[src/sv/c8x_pkg.sv]
package c8x_pkg;

   typedef enum logic [5:0] {
      OP_ADC = 6'd0,  OP_SBC = 6'd1,  OP_AND = 6'd2,  OP_ORA = 6'd3,  OP_EOR = 6'd4,
      OP_ASL = 6'd5,  OP_LSR = 6'd6,  OP_ROL = 6'd7,  OP_ROR = 6'd8,
      OP_BIT = 6'd9,  OP_CMP = 6'd10, OP_CPX = 6'd11, OP_CPY = 6'd12,
      OP_INC = 6'd13, OP_DEC = 6'd14, OP_INX = 6'd15, OP_INY = 6'd16,
      OP_DEX = 6'd17, OP_DEY = 6'd18,
      OP_LDA = 6'd19, OP_LDX = 6'd20, OP_LDY = 6'd21,
      OP_STA = 6'd22, OP_STX = 6'd23, OP_STY = 6'd24,
      OP_TAX = 6'd25, OP_TAY = 6'd26, OP_TXA = 6'd27, OP_TYA = 6'd28,
      OP_TSX = 6'd29, OP_TXS = 6'd30,
      OP_CLC = 6'd31, OP_SEC = 6'd32, OP_CLI = 6'd33, OP_SEI = 6'd34,
      OP_CLV = 6'd35, OP_CLD = 6'd36, OP_SED = 6'd37,
      OP_PHA = 6'd38, OP_PHP = 6'd39, OP_PLA = 6'd40, OP_PLP = 6'd41,
      OP_BCC = 6'd42, OP_BCS = 6'd43, OP_BEQ = 6'd44, OP_BNE = 6'd45,
      OP_BMI = 6'd46, OP_BPL = 6'd47, OP_BVC = 6'd48, OP_BVS = 6'd49,
      OP_NOP = 6'd50
   } op_type;

   localparam logic [1:0] STK_NONE = 2'd0;
   localparam logic [1:0] STK_PUSH = 2'd1;
   localparam logic [1:0] STK_PULL = 2'd2;

   localparam int FLAG_C = 0;
   localparam int FLAG_Z = 1;
   localparam int FLAG_I = 2;
   localparam int FLAG_D = 3;
   localparam int FLAG_B = 4;
   localparam int FLAG_U = 5;
   localparam int FLAG_V = 6;
   localparam int FLAG_N = 7;

   localparam logic [7:0] SP_RESET     = 8'hFD;
   localparam logic [7:0] STATUS_RESET = 8'h24;
   localparam logic [8:0] STACK_PAGE   = 9'h100;

   typedef struct packed {
      logic [5:0] op;
      logic [7:0] operand;
      logic       acc_mode;
   } req_type;

   typedef struct packed {
      logic       mem_write;
      logic [7:0] write_value;
      logic [1:0] stack_op;
      logic [8:0] stack_address;
      logic       branch_taken;
      logic [7:0] acc_out;
      logic [7:0] x_out;
      logic [7:0] y_out;
      logic [7:0] sp_out;
      logic [7:0] status_out;
   } rsp_type;

   typedef struct packed {
      logic [7:0] a;
      logic [7:0] x;
      logic [7:0] y;
      logic [7:0] sp;
      logic [7:0] p;
   } regs_type;

endpackage

[src/sv/c8x_if.sv]
interface c8x_req_if;
   import c8x_pkg::*;
   logic    valid;
   logic    ready;
   req_type data;
   modport source (output valid, output data, input ready);
   modport sink   (input valid, input data, output ready);
endinterface

interface c8x_rsp_if;
   import c8x_pkg::*;
   logic    valid;
   logic    ready;
   rsp_type data;
   modport source (output valid, output data, input ready);
   modport sink   (input valid, input data, output ready);
endinterface

[src/sv/c8x_alu.sv]
module c8x_alu (
   input  c8x_pkg::req_type  req,
   input  c8x_pkg::regs_type regs,
   output c8x_pkg::regs_type regs_next,
   output c8x_pkg::rsp_type  rsp
);
   import c8x_pkg::*;

   logic [8:0] sum;
   logic [7:0] addend, r, v, cmp_reg, cmp_diff;
   logic       c;

   always_comb begin
      c = regs.p[FLAG_C];
      addend = (req.op == OP_SBC) ? ~req.operand : req.operand;
      sum = {1'b0, regs.a} + {1'b0, addend} + {8'd0, c};
      r = sum[7:0];
      v = req.acc_mode ? regs.a : req.operand;
      cmp_reg = (req.op == OP_CPX) ? regs.x : (req.op == OP_CPY) ? regs.y : regs.a;
      cmp_diff = cmp_reg - req.operand;

      regs_next = regs;
      rsp = '0;
      rsp.stack_address = STACK_PAGE;
      case (req.op)
         OP_ADC, OP_SBC: begin
            regs_next.p[FLAG_C] = sum[8];
            regs_next.p[FLAG_V] = (regs.a[7] == addend[7]) && (regs.a[7] != r[7]);
            regs_next.a = r;
         end
         OP_AND: regs_next.a = regs.a & req.operand;
         OP_ORA: regs_next.a = regs.a | req.operand;
         OP_EOR: regs_next.a = regs.a ^ req.operand;
         OP_ASL, OP_LSR, OP_ROL, OP_ROR: begin
            case (req.op)
               OP_ASL: begin regs_next.p[FLAG_C] = v[7]; v = {v[6:0], 1'b0}; end
               OP_ROL: begin regs_next.p[FLAG_C] = v[7]; v = {v[6:0], c}; end
               OP_LSR: begin regs_next.p[FLAG_C] = v[0]; v = {1'b0, v[7:1]}; end
               default: begin regs_next.p[FLAG_C] = v[0]; v = {c, v[7:1]}; end
            endcase
            if (req.acc_mode) regs_next.a = v;
            else begin rsp.mem_write = 1'b1; rsp.write_value = v; end
         end
         OP_BIT: begin
            regs_next.p[FLAG_V] = req.operand[6];
            regs_next.p[FLAG_N] = req.operand[7];
            regs_next.p[FLAG_Z] = (req.operand & regs.a) == 8'd0;
         end
         OP_CMP, OP_CPX, OP_CPY: regs_next.p[FLAG_C] = cmp_reg >= req.operand;
         OP_INC: begin rsp.mem_write = 1'b1; rsp.write_value = req.operand + 8'd1; end
         OP_DEC: begin rsp.mem_write = 1'b1; rsp.write_value = req.operand - 8'd1; end
         OP_INX: regs_next.x = regs.x + 8'd1;
         OP_INY: regs_next.y = regs.y + 8'd1;
         OP_DEX: regs_next.x = regs.x - 8'd1;
         OP_DEY: regs_next.y = regs.y - 8'd1;
         OP_LDA, OP_PLA: regs_next.a = req.operand;
         OP_LDX: regs_next.x = req.operand;
         OP_LDY: regs_next.y = req.operand;
         OP_STA: begin rsp.mem_write = 1'b1; rsp.write_value = regs.a; end
         OP_STX: begin rsp.mem_write = 1'b1; rsp.write_value = regs.x; end
         OP_STY: begin rsp.mem_write = 1'b1; rsp.write_value = regs.y; end
         OP_TAX: regs_next.x = regs.a;
         OP_TAY: regs_next.y = regs.a;
         OP_TXA: regs_next.a = regs.x;
         OP_TYA: regs_next.a = regs.y;
         OP_TSX: regs_next.x = regs.sp;
         OP_TXS: regs_next.sp = regs.x;
         OP_CLC: regs_next.p[FLAG_C] = 1'b0;
         OP_SEC: regs_next.p[FLAG_C] = 1'b1;
         OP_CLI: regs_next.p[FLAG_I] = 1'b0;
         OP_SEI: regs_next.p[FLAG_I] = 1'b1;
         OP_CLV: regs_next.p[FLAG_V] = 1'b0;
         OP_CLD: regs_next.p[FLAG_D] = 1'b0;
         OP_SED: regs_next.p[FLAG_D] = 1'b1;
         OP_BCC: rsp.branch_taken = !regs.p[FLAG_C];
         OP_BCS: rsp.branch_taken = regs.p[FLAG_C];
         OP_BEQ: rsp.branch_taken = regs.p[FLAG_Z];
         OP_BNE: rsp.branch_taken = !regs.p[FLAG_Z];
         OP_BMI: rsp.branch_taken = regs.p[FLAG_N];
         OP_BPL: rsp.branch_taken = !regs.p[FLAG_N];
         OP_BVC: rsp.branch_taken = !regs.p[FLAG_V];
         OP_BVS: rsp.branch_taken = regs.p[FLAG_V];
         default: ;
      endcase

      // stack traffic
      if (req.op == OP_PHA || req.op == OP_PHP) begin
         rsp.write_value = (req.op == OP_PHA) ? regs.a : (regs.p | 8'h10);
         rsp.stack_op = STK_PUSH;
         rsp.stack_address = STACK_PAGE | {1'b0, regs.sp};
         regs_next.sp = regs.sp - 8'd1;
      end
      if (req.op == OP_PLA || req.op == OP_PLP) begin
         regs_next.sp = regs.sp + 8'd1;
         rsp.stack_op = STK_PULL;
         rsp.stack_address = STACK_PAGE | {1'b0, regs_next.sp};
      end
      if (req.op == OP_PLP) regs_next.p = (req.operand & 8'hEF) | 8'h20;

      // zero and negative from the value each op reports
      case (req.op)
         OP_ADC, OP_SBC, OP_AND, OP_ORA, OP_EOR, OP_LDA, OP_PLA, OP_TXA, OP_TYA: begin
            regs_next.p[FLAG_Z] = regs_next.a == 8'd0;
            regs_next.p[FLAG_N] = regs_next.a[7];
         end
         OP_ASL, OP_LSR, OP_ROL, OP_ROR: begin
            regs_next.p[FLAG_Z] = v == 8'd0;
            regs_next.p[FLAG_N] = v[7];
         end
         OP_CMP, OP_CPX, OP_CPY: begin
            regs_next.p[FLAG_Z] = cmp_diff == 8'd0;
            regs_next.p[FLAG_N] = cmp_diff[7];
         end
         OP_INC, OP_DEC: begin
            regs_next.p[FLAG_Z] = rsp.write_value == 8'd0;
            regs_next.p[FLAG_N] = rsp.write_value[7];
         end
         OP_INX, OP_DEX, OP_LDX, OP_TAX, OP_TSX: begin
            regs_next.p[FLAG_Z] = regs_next.x == 8'd0;
            regs_next.p[FLAG_N] = regs_next.x[7];
         end
         OP_INY, OP_DEY, OP_LDY, OP_TAY: begin
            regs_next.p[FLAG_Z] = regs_next.y == 8'd0;
            regs_next.p[FLAG_N] = regs_next.y[7];
         end
         default: ;
      endcase

      rsp.acc_out = regs_next.a;
      rsp.x_out = regs_next.x;
      rsp.y_out = regs_next.y;
      rsp.sp_out = regs_next.sp;
      rsp.status_out = regs_next.p;
   end
endmodule

[src/sv/cpu8_instruction_execute_unit.sv]
// Executes one 8-bit CPU instruction per item, one item per cycle sustained while
// the result side is not stalled. An accepted item is held in an input register;
// from there the ALU updates A, X, Y, SP and status and loads the result register,
// which takes a new result whenever it is empty or being drained.
// Decimal mode has no effect; reset gives SP 0xFD and status 0x24.
module cpu8_instruction_execute_unit (
   input logic  clock,
   input logic  reset,
   c8x_req_if.sink   req,
   c8x_rsp_if.source rsp
);
   import c8x_pkg::*;

   req_type  in_ff;
   logic     in_valid_ff;
   rsp_type  out_ff;
   logic     out_valid_ff;
   regs_type regs_ff, regs_in;
   rsp_type  alu_rsp;
   logic     advance;

   // the input stage moves on when the result register is free
   assign advance = !out_valid_ff || rsp.ready;
   assign req.ready = advance || !in_valid_ff;
   assign rsp.valid = out_valid_ff;
   assign rsp.data = out_ff;

   c8x_alu u_alu (.req(in_ff), .regs(regs_ff), .regs_next(regs_in), .rsp(alu_rsp));

   // input register
   always_ff @(posedge clock) begin
      if (reset) in_valid_ff <= 1'b0;
      else if (req.ready) in_valid_ff <= req.valid;
      if (req.ready && req.valid) in_ff <= req.data;
   end

   // architectural registers and result register
   always_ff @(posedge clock) begin
      if (reset) begin
         regs_ff <= '{a: 8'd0, x: 8'd0, y: 8'd0, sp: SP_RESET, p: STATUS_RESET};
         out_valid_ff <= 1'b0;
      end else if (advance) begin
         out_valid_ff <= in_valid_ff;
         if (in_valid_ff) regs_ff <= regs_in;
      end
      if (advance && in_valid_ff) out_ff <= alu_rsp;
   end
endmodule

[src/flat_wrapper.sv]
// flat-port wrapper written by rule: the top's interface ports become plain ports
module cpu8_instruction_execute_unit_flat import c8x_pkg::*;
  (clock, reset, req_valid, req_data, req_ready, rsp_valid, rsp_data, rsp_ready);
  c8x_req_if req_i ();
  c8x_rsp_if rsp_i ();
  input logic clock;
  input logic reset;
  input wire logic [$bits(req_i.valid)-1:0] req_valid;
  input wire logic [$bits(req_i.data)-1:0] req_data;
  output wire logic [$bits(req_i.ready)-1:0] req_ready;
  output wire logic [$bits(rsp_i.valid)-1:0] rsp_valid;
  output wire logic [$bits(rsp_i.data)-1:0] rsp_data;
  input wire logic [$bits(rsp_i.ready)-1:0] rsp_ready;
  assign req_i.valid = req_valid;
  assign req_i.data = req_data;
  assign req_ready = req_i.ready;
  assign rsp_valid = rsp_i.valid;
  assign rsp_data = rsp_i.data;
  assign rsp_i.ready = rsp_ready;
  cpu8_instruction_execute_unit u_core (.clock(clock), .reset(reset), .req(req_i), .rsp(rsp_i));
endmodule
[config.mk]
export PLATFORM = sky130hd
export DESIGN_NAME = cpu8_instruction_execute_unit_flat
export DESIGN_NICKNAME = d
export VERILOG_FILES = /design/src/sv/c8x_pkg.sv /design/src/sv/c8x_if.sv /design/src/sv/c8x_alu.sv /design/src/sv/cpu8_instruction_execute_unit.sv /design/src/flat_wrapper.sv
export SDC_FILE = /design/constraint.sdc
export NUM_CORES = 1
export LEC_CHECK = 0
export ABC_AREA = 1
export BUFFER_PORTS_ARGS = -buffer_cell sky130_fd_sc_hd__buf_4
export CAP_MARGIN = 5
export CORE_MARGIN = 3
export CORE_UTILIZATION = 25
export CTS_BUF_LIST = sky130_fd_sc_hd__clkbuf_8
export CTS_CLUSTER_DIAMETER = 30
export DETAILED_ROUTE_END_ITERATION = 8
export HOLD_SLACK_MARGIN = 0.02
export RECOVER_POWER = 50
export SLEW_MARGIN = 5
export SYNTH_ARGS = -nofsm -noshare
export SYNTH_HDL_FRONTEND = slang
export SYNTH_HIERARCHICAL = 1
export SYNTH_SLANG_ARGS = --single-unit
[constraint.sdc]
create_clock -name clock -period 6.6 [get_ports clock]
set_input_delay 0.99 -clock clock [delete_from_list [all_inputs] [get_ports clock]]
set_output_delay 0.99 -clock clock [all_outputs]
set_load 0.02 [all_outputs]
==> flow_summary.ini <==
[timing]
final_period_util_pct = 80.73
rsz0062_at_grt = no
timing.final.max_slew_violations = 74
final.min_clock_period_ns = 5.328
setup_viol = 0
fmax_mhz = 187.7
timing_worst_slew_pin_value_ns = 3.185
worst_slew_margin_rel_pct = -112.3
finalSetupTns_ns = 0
layout_setup_ws_ns = 1.272
final-hold-violation-count = 0
skew_ns = 0.01264

[final_layout]
layoutNonFillerInstCount = 1902
final_layout_size_suffix_gt1_share_pct = 6.295
antennaDiodeCount = 0
num-nets-final = 1454
fillerInstances = 4141
multi_input_gate_area_in_the_final_layout_um2 = 5104
area_growth_syn_to_layout_pct = 9.617
register_area_um2 = 3124

[global_routing]
grt_overflow_total = 0
grt_first_pass_wirelength_mm = 53.72
busiest_layer = met2
maximum_number_of_pins_on_one_net_before_global_route_repair = 74
grtUsageMet2_pct = 28.20
total_track_usage_pct = 17.09
global_route.usage.met3_pct = 3.730
grt_pass1_vias = 8801
antenna_found_initial = 0
grt_util_met1_pct = 22.30

[run_status]
status = finished, violations left
violations = capacitance limit, slew limit

[synth]
post_synth.cell_area_avg_um2 = 6.975
post_synth_and_or_nand_nor_area_fraction_pct = 31.18
ys_seq_area_share_pct = 33.02
combinational_family_with_the_most_area_after_synthesis = simple AND/OR/NAND/NOR gates
ys_async_sr_fraction_pct = 0
synth-xor-area-share_pct = 2.500
synth_compound_gate_area_share_pct = 13.41
yosys_warnings = 6
synth_enable_flop_cells = 76
mappedNetlistNets = 1425
synth_cells = 1356
synth_fa_ha_area_share_pct = 6.932
synthesis.area_um2 = 9458
yosys-mux-area-fraction_pct = 0
yosys.cell_types.count = 49
synth_ff_type = edfxtp_1
ys_seq_elements = 118

[floorplan]
core_area_um2 = 36960
floorplan.die_area_um2 = 40200
ios = 82
horizontal_extent_of_the_die_um = 200.5
initial_utilization_pct = 25.59
floorplan.rows = 70
floorplan.die.height_um = 200.5

[clock_tree]
numCtsBuffers = 17
resized_gates_after_cts = 0
cts.root.buffer_cell = clkbuf_8
cts_hold_buffers = 0
clockBufferDepth = 2
cts_num_sinks = 118
later_pin_clock_latency_in_the_skew_report_ns = 0.46
cts_tree = done
cts.htree.levels = 4
cts.reportedPaths.clkPinSlew_ns = 0.08
post-cts-setup-buffers = 0

[detailed_routing]
totalWireLength_mm = 35.22
routed_len_inst_um = 18.52
ant_nets = 0
first_iter_violations = 841
detailroute.via_count = 9418
routed_via_density = 4.952
drc = 0
drt_first_pass_iters = 8

[placement]
port_buffers = 81
pre_cts_ws_ns = 1.944
dpl.cell_count = 1870
gp_congestion = 1.014
dp_hpwl_mm = 27.12

[worst_setup_path]
arrival_ns = 5.42
endpoint_kind = flop
worst-path-max-fanout = 73
required_ns = 6.69
worstSetupPathType = flop to flop
crit_path_start_kind = flop

[power]
comb_power_share_pct = 21.0
design_power_total_mw = 2.030
power.leakage_nw = 4.572
switchingPower_mw = 0.6883
peakVddDrop_uv = 79.42
switching_share_pct = 33.91
clockPowerShare_pct = 34.8
power_report.internal_total_mw = 1.342
power_density_nw_per_um2 = 195.8
pwr-share-seq_pct = 44.2

[worst_hold_path]
timing.hold.worst.class = flop to flop

[flow_run]
max_cap_violations = 1
-- kinds of logic after synthesis --
kind of cell | count (synthesis)
buffers and inverters | 260
flip-flops | 118
adder cells (fa/ha/maj) | 50
other | 1
XOR/XNOR | 27
AND/OR/NAND/NOR | 673
AO/OA/AOI/OAI | 227
-- area by class of cell --
type	instances	area share (%)
sequential	118	30.14
clock buffer	17	2.257
timing repair buffer	88	3.983
inverter	182	6.589
tap	504	6.083
multi-input combinational	978	49.23
clock inverter	15	1.726
-- path summary, 6_finish.rpt --
check,start,endpoint,slack (ns),depth (start not counted)
hold / removal,u_core/regs_ff[4],u_core/regs_ff[4],0.50,2
setup reg to reg,u_core/in_valid_ff,u_core/rsp.data[34],1.27,4
hold reg to reg,u_core/regs_ff[4],u_core/regs_ff[4],0.50,2
setup / recovery,u_core/in_valid_ff,u_core/rsp.data[34],1.27,4
-- critical path, stage by stage, from the launching register on --
cell and delay [ns]:
dfxtp_2 0.31, clkbuf_1 2.22, nand2_1 0.99, inv_1 0.74
buf_4 0.62
-- cells in the final DEF, fill, tap and decap left out, types with 6 or more instances in the layout --
cell type  synthesis  final
o21ai_0           83     83
nand2_1          316    317
edfxtp_1          76     76
or2_2             10     10
nand4_1           22     22
inv_1            167    169
buf_4             50      8
a21oi_1           85     85
clkinv_4           0      6
o22ai_1           17     17
nand3_1          151    151
clkbuf_8           0     17
xor2_1            22     22
dfxtp_1           42     41
clkinv_1           9     10
nor3_1            15     16
nor2_1           126    127
clkbuf_4           0     14
clkbuf_1           7     66
o211ai_1          14     14
ha_1              46     46
-- stage by stage --
step                      hold WS [ns]  utilization, %  cell area (um2)
after floorplan                 0.4435               -             9458
after global placement          0.4649           27.63            10210
after detailed placement        0.4794           27.63            10210
after CTS                       0.4999           28.75            10630
after global routing            0.5500           28.05            10370
final                           0.4955           28.05            10370
-- registers in the layout, indices dropped and copies added (netlist names) --
signal / cells
u_core/rsp.data: 61
u_core/rsp.valid: 1
u_core/in_ff: 15
u_core/in_valid_ff: 1
u_core/regs_ff: 40
-- synthesized netlist by cell type, types with 2 or more instances --
cell type,number,area share (%)
nor4_1,4,0.26
nor3_1,15,0.79
a41oi_1,2,0.19
inv_1,167,6.6
o21ai_1,4,0.21
fa_1,4,0.85
nand4_1,22,1.5
clkbuf_1,7,0.28
nand2_1,316,13
buf_6,5,0.60
inv_2,6,0.24
a211oi_1,3,0.24
and3_1,4,0.26
nor2_2,6,0.40
a21oi_1,85,4.5
a31oi_1,3,0.20
nand3_2,3,0.32
edfxtp_1,76,24
clkinv_1,9,0.36
o21ai_0,83,4.4
o211ai_1,14,1.1
nand2_2,4,0.26
a221oi_1,4,0.37
nand3_1,151,8.0
nor2_1,126,5.0
o21ai_2,2,0.19
nor2_4,3,0.36
or2_2,10,0.66
o22ai_1,17,1.1
buf_2,16,0.85
dfxtp_1,42,8.9
xor2_1,22,2.0
o31ai_1,3,0.24
buf_4,50,4.0
nand3b_1,5,0.40
xnor2_1,5,0.46
ha_1,46,6.1
-- layer usage --
metal	share of wire, %	wire (um)	vias up
met4	2.6	933	0
met5	0	0	-
met1	43	15280	4438
met3	7.1	2502	49
met2	47	16500	397
li1	-	-	4534
-- power by group through the flow --
stage	Combinational, mW	Sequential [mW]	Clock, mW
floorplan	0.309	0.913	0
global placement	0.435	0.915	0
detailed placement	0.436	0.915	0
CTS	0.438	0.898	0.726
global route	0.472	0.904	0.759
finish	0.426	0.898	0.706
Power figures use the tool's default switching activity.
